<file path="src/sv/ddo_pkg.sv">
// Shared types, constants and tables for the differential drive odometry core.
package ddo_pkg;

    // Shared multiplier operand and accumulator widths
    localparam int MUL_W  = 33;
    localparam int PROD_W = 2 * MUL_W;
    localparam int ACC_W  = 112;

    // Trig outputs are signed Q1.30 carried in 33 bits
    localparam int TRIG_W = 33;

    // CORDIC
    localparam int CORDIC_STEPS = 30;
    localparam int CORDIC_IDX_W = $clog2(CORDIC_STEPS);
    localparam logic signed [TRIG_W-1:0] CORDIC_GAIN = 33'sh026DD3B6A;

    // 2^64 / (2*pi): radians to binary angle
    localparam logic [63:0] TURN_PER_RAD = 64'h28BE_60DB_9391_054A;

    // Accumulator alignment codes: product placed at word 0..3 (32-bit words)
    localparam logic [1:0] MAC_SH0 = 2'd0;
    localparam logic [1:0] MAC_SH1 = 2'd1;
    localparam logic [1:0] MAC_SH2 = 2'd2;
    localparam logic [1:0] MAC_SH3 = 2'd3;

    typedef struct packed {
        logic       issue;
        logic       clear;
        logic [1:0] shift;
    } mac_op_t;

    // atan(2^-i) as binary angle (2^32 per turn)
    function automatic logic signed [31:0] atan_bam(input logic [CORDIC_IDX_W-1:0] idx);
        logic signed [31:0] v;
        case (idx)
            5'd0:    v = 32'sd536870912;
            5'd1:    v = 32'sd316933406;
            5'd2:    v = 32'sd167458907;
            5'd3:    v = 32'sd85004756;
            5'd4:    v = 32'sd42667331;
            5'd5:    v = 32'sd21354465;
            5'd6:    v = 32'sd10679838;
            5'd7:    v = 32'sd5340245;
            5'd8:    v = 32'sd2670163;
            5'd9:    v = 32'sd1335087;
            5'd10:   v = 32'sd667544;
            5'd11:   v = 32'sd333772;
            5'd12:   v = 32'sd166886;
            5'd13:   v = 32'sd83443;
            5'd14:   v = 32'sd41722;
            5'd15:   v = 32'sd20861;
            5'd16:   v = 32'sd10430;
            5'd17:   v = 32'sd5215;
            5'd18:   v = 32'sd2608;
            5'd19:   v = 32'sd1304;
            5'd20:   v = 32'sd652;
            5'd21:   v = 32'sd326;
            5'd22:   v = 32'sd163;
            5'd23:   v = 32'sd81;
            5'd24:   v = 32'sd41;
            5'd25:   v = 32'sd20;
            5'd26:   v = 32'sd10;
            5'd27:   v = 32'sd5;
            5'd28:   v = 32'sd3;
            5'd29:   v = 32'sd1;
            default: v = 32'sd0;
        endcase
        return v;
    endfunction

endpackage

</file>
<file path="src/sv/ddo_mac.sv">
// Shared 33x33 signed multiplier with a registered, word-aligned 112-bit accumulator.
module ddo_mac (
    input  logic                              clk,
    input  logic                              rst_n,
    input  ddo_pkg::mac_op_t                  op,
    input  logic signed [ddo_pkg::MUL_W-1:0]  a,
    input  logic signed [ddo_pkg::MUL_W-1:0]  b,
    output logic signed [ddo_pkg::PROD_W-1:0] prod,
    output logic [ddo_pkg::ACC_W-1:0]         acc
);
    import ddo_pkg::*;

    mac_op_t                  op_reg;
    logic signed [PROD_W-1:0] prod_reg;
    logic [ACC_W-1:0]         acc_reg;
    logic [ACC_W-1:0]         ext;
    logic [ACC_W-1:0]         aligned;
    logic [ACC_W-1:0]         acc_next;

    // stage 1: multiply
    always_ff @(posedge clk or negedge rst_n)
    begin
        if (!rst_n)
        begin
            op_reg <= '0;
        end
        else
        begin
            op_reg <= op;
        end
    end

    always_ff @(posedge clk)
    begin
        if (op.issue)
        begin
            prod_reg <= a * b;
        end
    end

    // stage 2: align and accumulate (mod 2^112)
    always_comb
    begin
        ext = {{(ACC_W-PROD_W){prod_reg[PROD_W-1]}}, prod_reg};
        case (op_reg.shift)
            MAC_SH0: aligned = ext;
            MAC_SH1: aligned = {ext[ACC_W-33:0], 32'b0};
            MAC_SH2: aligned = {ext[ACC_W-65:0], 64'b0};
            MAC_SH3: aligned = {ext[ACC_W-97:0], 96'b0};
            default: aligned = ext;
        endcase
        acc_next = (op_reg.clear ? '0 : acc_reg) + aligned;
    end

    always_ff @(posedge clk)
    begin
        if (op_reg.issue)
        begin
            acc_reg <= acc_next;
        end
    end

    assign prod = prod_reg;
    assign acc  = acc_reg;

endmodule

</file>
<file path="config.mk">
export PLATFORM = sky130hd
export DESIGN_NAME = ddo_mac
export DESIGN_NICKNAME = d
export VERILOG_FILES = /design/src/sv/ddo_pkg.sv /design/src/sv/ddo_mac.sv
export SDC_FILE = /design/constraint.sdc
export NUM_CORES = 2
export LEC_CHECK = 0
export BUFFER_PORTS_ARGS = -buffer_cell sky130_fd_sc_hd__buf_2
export CAP_MARGIN = 5
export CORE_MARGIN = 2
export CORE_UTILIZATION = 66
export CTS_BUF_LIST = sky130_fd_sc_hd__clkbuf_8
export CTS_CLUSTER_SIZE = 28
export DETAILED_ROUTE_END_ITERATION = 6
export PLACE_DENSITY = 0.84
export REMOVE_ABC_BUFFERS = 1
export SLEW_MARGIN = 0
export SYNTH_ARGS = -nofsm -noshare
export SYNTH_HDL_FRONTEND = slang
export SYNTH_SLANG_ARGS = --single-unit
</file>
<file path="constraint.sdc">
create_clock -name clk -period 5.1 [get_ports clk]
set_input_delay 1.02 -clock clk [delete_from_list [all_inputs] [get_ports clk]]
set_output_delay 1.02 -clock clk [all_outputs]
set_load 0.01 [all_outputs]
</file>
; ---- Word-level counts from Yosys, hierarchy flattened
; Cells that the tools add are included.
[totals]
out_inout_bits = 178
elab_cells = 13
input_bits = 72
reg_bits = 182
[classes]
eq_ne = 3
n_mul = 1
muxes = 2
add_sub_neg = 1
n_reduce_logical = 1
[ops]
columns = op, n
row1 = 112-bit case mux with 4 select lines, 1
row2 = 112-bit adder, 1
row3 = 112-bit 2-to-1 mux, 1
row4 = 33-bit by 33-bit multiplier with 66-bit output, 1
row5 = "2-bit == test, second input constant", 2
row6 = "2-bit by 1-bit == test with 1-bit output, second input constant", 1
row7 = 2-bit zero test, 1

; ---- Logic depth before layout (Yosys ltp)
[depth]
depth_word = 3
depth_mapped = 31

; ---- Worst setup path before layout
; Ideal clock, no wire load.
[synth_path]
path_type = input-to-reg
from = input port a[32] in the netlist's numbering
to = register prod_reg[64], in the netlist prod[64] (data pin)
cell_stages = 25
slack_ps = -3686
arrival_time_ps = 8528
setup_time_ps = 258
path_cell_list = clkbuf_1 -> nand2_1 -> inv_1 -> fa_1 -> fa_1 -> fa_1 -> fa_1 -> fa_1 -> fa_1 -> fa_1 -> inv_1 -> fa_1 -> inv_1 -> ha_1 -> inv_1 -> nor3_1 -> and3_1 -> nand3_1 -> o211ai_1 -> a41oi_1 -> o21ai_0 -> o211ai_1 -> o21ai_0 -> a21oi_1 -> xnor2_1
[synth_between]
elab_chain_len = 1
[synth_lines]
columns = item, line_no
row1 = from (decl), ddo_mac.sv:6  ; input logic signed [ddo_pkg::MUL_W-1:0] a,
row2 = 33-bit by 33-bit multiplier with 66-bit output, ddo_mac.sv:37  ; prod_reg <= a * b;
row3 = to (signal assigned), ddo_mac.sv:37
row4 = to (decl), ddo_mac.sv:14  ; logic signed [PROD_W-1:0] prod_reg;
; Every way passes these cells.
; A chain may end at the register's enable or synchronous reset.

; ---- Worst setup path after layout
[layout_path]
from = input port b[19] in the netlist's numbering
to = register prod_reg[64], in the netlist prod[64] (data pin)
[layout_between]
elab_chain_len = 1
[layout_lines]
columns = item, line_no
row1 = from (decl), ddo_mac.sv:7  ; input logic signed [ddo_pkg::MUL_W-1:0] b,
row2 = 33-bit by 33-bit multiplier with 66-bit output, ddo_mac.sv:37
; Every way passes these cells.

==> run_results.csv <==
group,metric,value,unit
synthesis,syn_area,52600,sq um
final_layout,layout-drive-gt1-share,20.9,%
routing,dr.pass1.iters,7,
cts,clock_latency,0.53,ns
floorplan,die-height,286,um
synthesis,synth_cell_type_count,78,
status,status,"finished with violations",
synthesis,yosysMostFrequentCell,"fa_1",
global_route,grt_max_degree,77,
routing,wire_per_inst,26.4,um
timing,slew_viol_final,0,
floorplan,start_util,66.6,%
timing,fin_skew,0.0164,ns
global_route,grtUsageTotal,43.0,%
cts,clk_pin_slew,0.10,ns
placed_design,dp_hpwl,132,mm
synthesis,syn_inst,5657,
synthesis,yosysTopAreaCell,"fa_1",
routing,antenna_left,0,
timing,hold_violations,0,
synthesis,syn_area_per_cell,9.29,sq um
critical_path,slowest_delay,0.81,ns
routing,drc,35,
timing,rsz0062_at_grt,"yes",
final_layout,utilization,79.4,%
floorplan,dieArea,81900,sq um
timing,setup_viol,57,
timing,timing.final.ws_setup,-3.21,ns
timing,tightest_slew,1.12,ns
cts,cts_made_buffers,17,
timing,max_clock_freq,120,MHz
floorplan,die_w,286,um
cts,root_buffer,"clkbuf_8",
critical_path,path_class,"input port to flop",
synthesis,synth-main-ff-cell,"edfxtp_1",
cts,ctsHoldBuffers,0,
critical_path,worstPathRequired,5.38,ns
critical_path,cp-end-kind,"flop",
cts,clk_path_buf_depth,2,
routing,num_vias,46300,
placed_design,preCtsSetupSlack,-4.03,ns
final_layout,largest_reg_flops,112,
floorplan,core_area,78900,sq um
critical_path,cp_max_fo,10,
synthesis,synth_edf_count,178,
flow_run,cap_violations,0,
routing,drt-initial-drc-count,5594,
placed_design,portBuffers,249,
floorplan,fp-row-count,103,
worst_hold_path,min_path_type,"input port to asynchronous set/reset pin",
global_route,gr-total-overflow,0,
global_route,grt_pass1_wl,268,mm
cts,cts_tree,"done",
placed_design,gp_congestion,1.03,
floorplan,top_level_ports,250,
status,violations,"design-rule violations, negative setup slack",
final_layout,final_nets,7776,
timing,finalCriticalPeriod,8.31,ns
critical_path,cpMostUsedCell,"fa_1",
global_route,antenna_found_initial,6,
timing,period_share,163,%
global_route,grt_pass1_vias,48100,
cts,cts.sinks,182,
critical_path,slowest_stage,"fa_1",
synthesis,synthTopCellsByArea,"fa_1 44%, edfxtp_1 10%, inv_1 8.0%",
critical_path,critPathArrivalTime,8.60,ns
timing,slew_headroom,25.5,%
synthesis,yosys_warnings,0,
critical_path,cp-start-kind,"input port",
synthesis,yosys-top-cells-count,"1,146 x fa_1, 1,124 x inv_1, 669 x nand2_1, 580 x and2_1, 328 x ha_1",
synthesis,synth_seq_area_share,10.4,%
routing,vias_per_cell,6.35,
synthesis,synth-seq-cells,182,
cts,htreeDepth,4,
timing,hold_slack,0.282,ns
final_layout,area_growth,19.2,%
synthesis,async_reset_ff_share,2.20,%
synthesis,synth_top_area_share,43.7,%
routing,finalWirelength,192,mm
==> final cells by class <==
| class | instances | area [sq um] |
|---|---|---|
| diodes | 6 | 15.0 |
| clock buffers | 17 | 234 |
| clock inverters | 15 | 173 |
| fillers | 4450 | 16200 |
| inverters | 1124 | 4220 |
| multi-input cells | 4057 | 43600 |
| flip-flops and latches | 182 | 5460 |
| well taps | 1050 | 1310 |
| repair buffers | 848 | 7630 |
==> final timing paths <==
check                      startpoint   endpoint  slack, ns  cells after the start
hold / removal                  rst_n  op_reg[0]       0.28                      1
setup / recovery                b[19]   prod[64]      -3.21                     28
hold reg to reg                acc[0]     acc[0]       0.82                      2
max in group asynchronous       rst_n  op_reg[3]       4.68                      1
min in group clk                op[2]  op_reg[2]       0.60                      1
setup reg to reg            op_reg[1]   acc[106]       0.14                     18
==> layer usage <==
metal | wire, um | global-route usage [%] | vias up | share of wire (%)
met3 | 26200 | 13.0 | 1460 | 14
met2 | 86900 | 69.7 | 4176 | 45
met1 | 61500 | 51.2 | 22300 | 32
li1 | - | - | 18400 | -
met4 | 17700 | 24.5 | 4 | 9.2
met5 | 84 | 0.640 | - | 0.044
==> per-stage QoR <==
step                instances  instance area [sq um]  setup TNS [ns]
floorplan                5363                  51400         -138.15
global placement         7150                  58100         -163.22
detailed placement       7150                  58100         -170.25
CTS                      7257                  61200         -111.64
global route             7293                  62600         -139.74
finish                   7299                  62700         -132.78
==> cells in the final DEF, fill, tap and decap left out, types with 110 or more instances in the layout <==
cell	n
a21oi_1	204
nor2_1	134
edfxtp_1	178
nand2_1	648
and2_1	533
ha_1	274
nor2b_1	131
buf_4	444
inv_1	1060
fa_1	1055
xnor2_1	110
buf_2	190
==> what timing repair did <==
action	CTS	global route
pin swaps	259	255
setup buffers	67	51
gates cloned	11	7
gates resized for setup	502	293
endpoints found under the setup margin	57	62
==> worst max-delay path: cells and delay by family <==
family	cells	cell delay (ns)
adder cells (fa/ha/maj)	9	4.76
AO/OA/AOI/OAI	9	1.44
buffers and inverters	6	0.90
AND/OR/NAND/NOR	3	0.38
XOR/XNOR	1	0.08
==> cell families after synthesis <==
group	synth area share, %
AOI/OAI and AO/OA	7.84
xor gates and xnor gates	3.03
adders and majority gates	51.5
buffers and inverters	10.2
DFF	10.4
muxes	0.667
and+or+nand+nor	16.5
Power is left out: the tool's default activity adds up to more than one toggle a clock period on the data nets, which glitch-free logic cannot reach.
