### src/sv/ddo_pkg.sv
// Shared types, constants and tables for the differential drive odometry core.
package ddo_pkg;

    // Shared multiplier operand and accumulator widths
    localparam int MUL_W  = 33;
    localparam int PROD_W = 2 * MUL_W;
    localparam int ACC_W  = 112;

    // Trig outputs are signed Q1.30 carried in 33 bits
    localparam int TRIG_W = 33;

    // CORDIC
    localparam int CORDIC_STEPS = 30;
    localparam int CORDIC_IDX_W = $clog2(CORDIC_STEPS);
    localparam logic signed [TRIG_W-1:0] CORDIC_GAIN = 33'sh026DD3B6A;

    // 2^64 / (2*pi): radians to binary angle
    localparam logic [63:0] TURN_PER_RAD = 64'h28BE_60DB_9391_054A;

    // Accumulator alignment codes: product placed at word 0..3 (32-bit words)
    localparam logic [1:0] MAC_SH0 = 2'd0;
    localparam logic [1:0] MAC_SH1 = 2'd1;
    localparam logic [1:0] MAC_SH2 = 2'd2;
    localparam logic [1:0] MAC_SH3 = 2'd3;

    typedef struct packed {
        logic       issue;
        logic       clear;
        logic [1:0] shift;
    } mac_op_t;

    // atan(2^-i) as binary angle (2^32 per turn)
    function automatic logic signed [31:0] atan_bam(input logic [CORDIC_IDX_W-1:0] idx);
        logic signed [31:0] v;
        case (idx)
            5'd0:    v = 32'sd536870912;
            5'd1:    v = 32'sd316933406;
            5'd2:    v = 32'sd167458907;
            5'd3:    v = 32'sd85004756;
            5'd4:    v = 32'sd42667331;
            5'd5:    v = 32'sd21354465;
            5'd6:    v = 32'sd10679838;
            5'd7:    v = 32'sd5340245;
            5'd8:    v = 32'sd2670163;
            5'd9:    v = 32'sd1335087;
            5'd10:   v = 32'sd667544;
            5'd11:   v = 32'sd333772;
            5'd12:   v = 32'sd166886;
            5'd13:   v = 32'sd83443;
            5'd14:   v = 32'sd41722;
            5'd15:   v = 32'sd20861;
            5'd16:   v = 32'sd10430;
            5'd17:   v = 32'sd5215;
            5'd18:   v = 32'sd2608;
            5'd19:   v = 32'sd1304;
            5'd20:   v = 32'sd652;
            5'd21:   v = 32'sd326;
            5'd22:   v = 32'sd163;
            5'd23:   v = 32'sd81;
            5'd24:   v = 32'sd41;
            5'd25:   v = 32'sd20;
            5'd26:   v = 32'sd10;
            5'd27:   v = 32'sd5;
            5'd28:   v = 32'sd3;
            5'd29:   v = 32'sd1;
            default: v = 32'sd0;
        endcase
        return v;
    endfunction

endpackage

### src/sv/ddo_cordic.sv
// Iterative rotation-mode CORDIC: binary angle in, Q1.30 cos and sin out.
module ddo_cordic (
    input  logic                               clk,
    input  logic                               rst_n,
    input  logic                               start,
    input  logic [31:0]                        angle,
    output logic                               done,
    output logic signed [ddo_pkg::TRIG_W-1:0]  cos_val,
    output logic signed [ddo_pkg::TRIG_W-1:0]  sin_val
);
    import ddo_pkg::*;

    localparam logic [1:0] QUAD_0 = 2'd0;
    localparam logic [1:0] QUAD_1 = 2'd1;
    localparam logic [1:0] QUAD_2 = 2'd2;

    logic signed [TRIG_W-1:0] x_reg, y_reg, x_next, y_next, xs, ys;
    logic signed [31:0]       z_reg, z_next, at;
    logic [CORDIC_IDX_W-1:0]  i_reg;
    logic [1:0]               q_reg;
    logic                     run_reg, done_reg;
    logic [31:0]              biased;
    logic [1:0]               q_start;
    logic [31:0]              z_start;

    // quadrant fold: CORDIC only sees angles within an eighth turn of zero
    always_comb
    begin
        biased  = angle + 32'h2000_0000;
        q_start = biased[31:30];
        z_start = angle - {q_start, 30'b0};
    end

    always_comb
    begin
        xs = x_reg >>> i_reg;
        ys = y_reg >>> i_reg;
        at = atan_bam(i_reg);
        if (!z_reg[31])
        begin
            x_next = x_reg - ys;
            y_next = y_reg + xs;
            z_next = z_reg - at;
        end
        else
        begin
            x_next = x_reg + ys;
            y_next = y_reg - xs;
            z_next = z_reg + at;
        end
    end

    always_ff @(posedge clk or negedge rst_n)
    begin
        if (!rst_n)
        begin
            run_reg  <= 1'b0;
            done_reg <= 1'b0;
            i_reg    <= '0;
        end
        else
        begin
            done_reg <= 1'b0;
            if (start)
            begin
                run_reg <= 1'b1;
                i_reg   <= '0;
            end
            else if (run_reg)
            begin
                i_reg <= i_reg + 1'b1;
                if (i_reg == CORDIC_IDX_W'(CORDIC_STEPS - 1))
                begin
                    run_reg  <= 1'b0;
                    done_reg <= 1'b1;
                end
            end
        end
    end

    always_ff @(posedge clk)
    begin
        if (start)
        begin
            x_reg <= CORDIC_GAIN;
            y_reg <= '0;
            z_reg <= z_start;
            q_reg <= q_start;
        end
        else if (run_reg)
        begin
            x_reg <= x_next;
            y_reg <= y_next;
            z_reg <= z_next;
        end
    end

    always_comb
    begin
        case (q_reg)
            QUAD_0:
            begin
                cos_val = x_reg;
                sin_val = y_reg;
            end
            QUAD_1:
            begin
                cos_val = -y_reg;
                sin_val = x_reg;
            end
            QUAD_2:
            begin
                cos_val = -x_reg;
                sin_val = -y_reg;
            end
            default:
            begin
                cos_val = y_reg;
                sin_val = -x_reg;
            end
        endcase
    end

    assign done = done_reg;

endmodule

### config.mk
export PLATFORM = sky130hd
export DESIGN_NAME = ddo_cordic
export DESIGN_NICKNAME = d
export VERILOG_FILES = /design/src/sv/ddo_pkg.sv /design/src/sv/ddo_cordic.sv
export SDC_FILE = /design/constraint.sdc
export NUM_CORES = 1
export LEC_CHECK = 0
export ABC_AREA = 1
export BUFFER_PORTS_ARGS = -buffer_cell sky130_fd_sc_hd__buf_2
export CAP_MARGIN = 20
export CORE_ASPECT_RATIO = 1.75
export CORE_MARGIN = 4
export CORE_UTILIZATION = 38
export DETAILED_ROUTE_END_ITERATION = 8
export PLACE_DENSITY_LB_ADDON = 0.08
export SLEW_MARGIN = 20
export SYNTH_ARGS = -nofsm -noshare
export SYNTH_HDL_FRONTEND = slang
export SYNTH_SLANG_ARGS = --single-unit
### constraint.sdc
create_clock -name clk -period 12.6 [get_ports clk]
set_input_delay 0 -clock clk [delete_from_list [all_inputs] [get_ports clk]]
set_output_delay 0 -clock clk [all_outputs]
set_load 0.05 [all_outputs]
After elaboration in Yosys (flattened, before gate mapping):

Memory sizes are Yosys's and may differ from the RTL's.
Cells that the tools add are included.

* memories kept: 1
* output and inout bits: 67
* input port bits: 35
* memory bits (read-only): 960
* bits in registers: 107
* word-level logic and storage cells: 41

Memory list
* (name not given): words 32, bits a word 30, rd ports 1, clocked after memory_dff 0, wr ports 0, RTL line ddo_pkg.sv:35 `case (idx)`

* equality and inequality tests: 3
* mux-type cells: 15
* reductions and logical operators: 2
* add/subtract/negate cells: 11
* shifts and indexed selects: 2

Operators by type and width (count)
* 33-bit case mux with 3 select lines: 2
* 32-bit two-way mux: 3
* 33-bit adder: 2
* 33-bit two-way mux: 2
* 33-bit negator: 2
* 33-bit by 5-bit >>> shifter with 33-bit output: 2
* 33-bit subtractor: 2
* 32-bit subtractor: 2
* 32-bit by 30-bit adder with 32-bit output, second input constant: 1
* 32-bit adder: 1
* 5-bit two-way mux: 2
* 1-bit two-way mux: 6
* 5-bit by 1-bit adder with 5-bit output, second input constant: 1
* 5-bit equality test, second input constant: 1
* 2-bit by 1-bit equality test with 1-bit output, second input constant: 1
* 2-bit equality test, second input constant: 1
* 2-bit zero test: 1
* 2-bit nonzero test: 1

Depth between registers and ports, before layout:

An unclocked memory read counts as a cell.

* depth after elaboration: 5
* mapped depth: 37
* gate-level depth less buffers: 34

Least setup slack after synthesis:

No wires, ideal clock.

* path kind: register to register
* start: register i_reg[0]
* end: register z_reg[26] (data pin)
* arrival time: 4.212 ns
* clock period less this slack: 4.466 ns
* setup time: 0.254 ns
* cell stages (with the launch flop): 33
* slack: 8.134 ns
* cells stage by stage: dfrtp_1 > buf_6 > inv_2 > buf_6 > buf_6 > buf_6 > ha_1 > inv_1 > a21oi_1 > nand2_1 > o21ai_1 > a21oi_2 > nand3_1 > nor2_1 > nand2_1 > nor2_1 > nand2_1 > nand2_1 > xor2_1 > ha_1 > a21oi_1 > inv_1 > a31oi_1 > a21boi_0 > inv_1 > nand2_1 > nand2_1 > a21boi_0 > o21ai_0 > nand2_1 > nand3b_1 > nand3_1 > nand2_1

* word-level cells in the longest chain between the ends: 5
* elaborated cells on any way between the ends: 6
* classes of those cells: add/sub: 2; mux: 3; memory: 1

Ends and longest elaborated chain
* start, declared: RTL line ddo_cordic.sv:19 `logic [CORDIC_IDX_W-1:0] i_reg;`
* start signal, assigned: RTL line ddo_cordic.sv:71 `i_reg <= i_reg + 1'b1;`
* memory read 32 x 30 bit *
* 32-bit subtractor / 32-bit adder (equally long branches): RTL line ddo_cordic.sv:43, ddo_cordic.sv:49
* 32-bit two-way mux *: RTL line ddo_cordic.sv:39 `if (!z_reg[31])`
* 32-bit two-way mux *: RTL line ddo_cordic.sv:90 `else if (run_reg)`
* 32-bit two-way mux *: RTL line ddo_cordic.sv:83 `if (start)`
* end signal, assigned: RTL line ddo_cordic.sv:87 `z_reg <= z_start;`
* end signal, assigned: RTL line ddo_cordic.sv:94 `z_reg <= z_next;`
* end, declared: RTL line ddo_cordic.sv:18 `logic signed [31:0] z_reg, z_next, at;`

Every way passes the cells marked *; elsewhere a longest branch is shown, timed or not. The select of a mux whose other input is x is not followed.
A chain may end at the register's enable or synchronous reset.

Worst setup path after layout:

Same ends and word-level chain as after synthesis.

==> metrics.txt <==
outcome=finished, final reports clean; Reg-to-Reg Start=i_reg[0]$_DFFE_PN0P_; fraction of layout instances using a drive strength above 1=8.73%; final worst setup slack=6.39 ns; initial antenna violation count=2; clock-pin transition on the worst setup and hold timing paths=0.10 ns; vias in the first global route=21900; Worst-Margin Slew=1.13 ns; wire per inst=23.9 um; RSZ-0062 raised after global routing=no; largest net degree at the start of global routing=78; first-pass GRT wire length=134000 um; DR DRC count=0; CP Capture Type=register; CP Class=reg -> reg; fraction of registers with async set/reset=6.54%; synthesized instance count=3205; share of the synthesized area in the top cell type=18.4%; PortBufs=101; Via density=5.83; max-slew violations=0; EDFF count, synth=34; DPL Wire Length=74400 um; Seq/Total Area, Yosys=13.6%; Initial Util=38.5%; clock latency on the worst-skew pair=0.41 ns; most frequent cells after synthesis=nand2_1 (904), nand3_1 (349), inv_1 (339); post-CTS setup buffer count=0; DR pass1 iterations=6; Worst Hold Endpoint=z_reg[30]$_DFFE_PP_; Syn. warnings=0; crit path max-delay cell type=a21boi_0; Synth Register Bits=107; GRT overflow=0; total wire length=93200 um; Final period util=49.3%; max_cap viols=0; CTS Root Cell=clkbuf_16; placed inst area=0.0194 mm^2; Max Root-Sink Buffers=2; total track usage=34.0%; Vias=22700; chip width=175 um; Synth area leader=nand2_1; hold_ws=0.0657 ns; DR iter-0 viols=1707; Hold Crit Class=in -> reg; worst hold start=angle[30]; Startpoint Class=register; CP max stage delay=0.71 ns; Core ar.=0.0480 mm^2; Final setup viols=0; count leader, synth=nand2_1; Hold Path Depth=3; Critical Path Most Common Cell=nand2_1; synthesis-to-finish area growth=8.60%; pre-CTS setup slack=6.56 ns; Syn Nets=3360; GPL Wtd Cong=0.988; Max Clk Rate=0.161 GHz; Setup Skew=0.0202 ns; row count=106; clock sinks=107; Synth area leaders=nand2_1 (18%), nand3_1 (9.5%), ha_1 (7.9%), dfxtp_1 (7.2%), inv_1 (6.9%); Rel. slew slack=23.8%; Worst Path Arrival=6.37 ns; design area=0.0201 mm^2; CTS Buf Count=9; Yosys cell types=66; Ant. Diodes=0; Ports=102; CP Max Fanout=77; Required @ worst endpoint=12.75 ns; die area=0.0523 mm^2; Final ANT Viol Nets=0; Die Y=300 um; Crit Reg-Reg Endpoint=z_reg[26]$_DFFE_PP_; mean post-synth cell area=5.76 um^2; # nets final=3403; TritonCTS clock tree=yes; most common flop cell mapped by yosys=dfxtp_1; Final Hold Fails=0; Mapped Area=0.0185 mm^2; H-tree depth=3; R2R depth=29; R2R setup slack=6.39 ns; Tmin final=6.21 ns; Fin Setup TNS=0 ns
[cell type report]
class | instances | area, um^2
well taps | 648 | 811
inverters | 352 | 1330
multi-input cells | 2596 | 13900
clock buffers | 10 | 239
repair buffers | 182 | 1200
fillers | 5482 | 27900
flip-flops and latches | 107 | 2520
clock inverters | 6 | 47.5
[through the flow]
stage | instances | utilization (%)
5_1_grt | 3901 | 41.8
3_5_place_dp | 3852 | 40.5
4_1_cts | 3901 | 41.8
3_3_place_gp | 3852 | 40.5
2_1_floorplan | 3205 | -
6_report | 3901 | 41.8
[cells by family (layout without fill, tap and decap cells)]
group	after synthesis	in the layout	share of synthesized area [%]
compound gates	579	579	18.7
buf+inv	502	550	11.1
xor+xnor	168	168	7.96
fa+ha+maj	120	120	8.25
simple gates	1729	1729	40.4
flops	107	107	13.6
[how the worst max path moves through the flow]
stage	from	to	slack (ns)	cells past startpoint
after floorplan	i_reg[0]$_DFFE_PN0P_	z_reg[26]$_DFFE_PP_	8.13	32
after global placement	i_reg[0]$_DFFE_PN0P_	z_reg[26]$_DFFE_PP_	6.53	30
after CTS	i_reg[0]$_DFFE_PN0P_	z_reg[26]$_DFFE_PP_	6.52	29
final	i_reg[0]$_DFFE_PN0P_	z_reg[26]$_DFFE_PP_	6.39	29
after global routing	i_reg[0]$_DFFE_PN0P_	z_reg[26]$_DFFE_PP_	6.03	29
after detailed placement	i_reg[0]$_DFFE_PN0P_	z_reg[26]$_DFFE_PP_	6.56	29
[cells in the final DEF (no fill, tap or decap), types with 11 or more instances in the layout]
master | netlist | layout
a21boi_0 | 11 | 11
a221oi_1 | 17 | 17
nand3_2 | 12 | 12
o21a_1 | 11 | 11
buf_4 | 5 | 48
ha_1 | 117 | 117
a31oi_1 | 22 | 22
o21ai_0 | 148 | 148
buf_2 | 40 | 101
o22ai_1 | 53 | 53
nor4_1 | 16 | 16
inv_1 | 339 | 336
nand2_1 | 904 | 904
xor2_1 | 107 | 107
nand3_1 | 349 | 349
nor3_1 | 42 | 42
dlygate4sd3_1 | 0 | 33
edfxtp_1 | 34 | 34
nand4_1 | 32 | 32
a21oi_1 | 187 | 187
nor2_1 | 283 | 279
xnor2_1 | 61 | 61
o21ai_1 | 28 | 28
o2111ai_1 | 27 | 27
inv_2 | 10 | 12
dfxtp_1 | 66 | 66
nor2_2 | 18 | 20
or2_2 | 24 | 24
o221ai_1 | 15 | 15
nand2_2 | 26 | 26
[what timing repair did]
action,in CTS,in global routing
endpoints found under the hold margin,38,0
gates resized for setup,0,0
endpoints found under the setup margin,0,0
hold buffers,33,0
[worst max-delay path: cells and delay by family, from the launching register on]
kind	cells	cell delay, ns
flops	1	0.42
fa+ha+maj	2	0.69
xor+xnor	1	0.24
buf+inv	5	1.02
compound gates	8	1.99
simple gates	13	1.52
[metal layers]
layer | vias to the layer above | track usage [%] | part of all wire, %
li1 | 10800 | - | -
met1 | 10600 | 34.8 | 35
met2 | 1024 | 62.3 | 50
met3 | 332 | 4.69 | 5.6
met4 | 4 | 24.9 | 8.8
met5 | - | 0 | 0.021
Power is not shown: default switching activity piles up to over one toggle a cycle in this logic, so the estimate is an artifact.
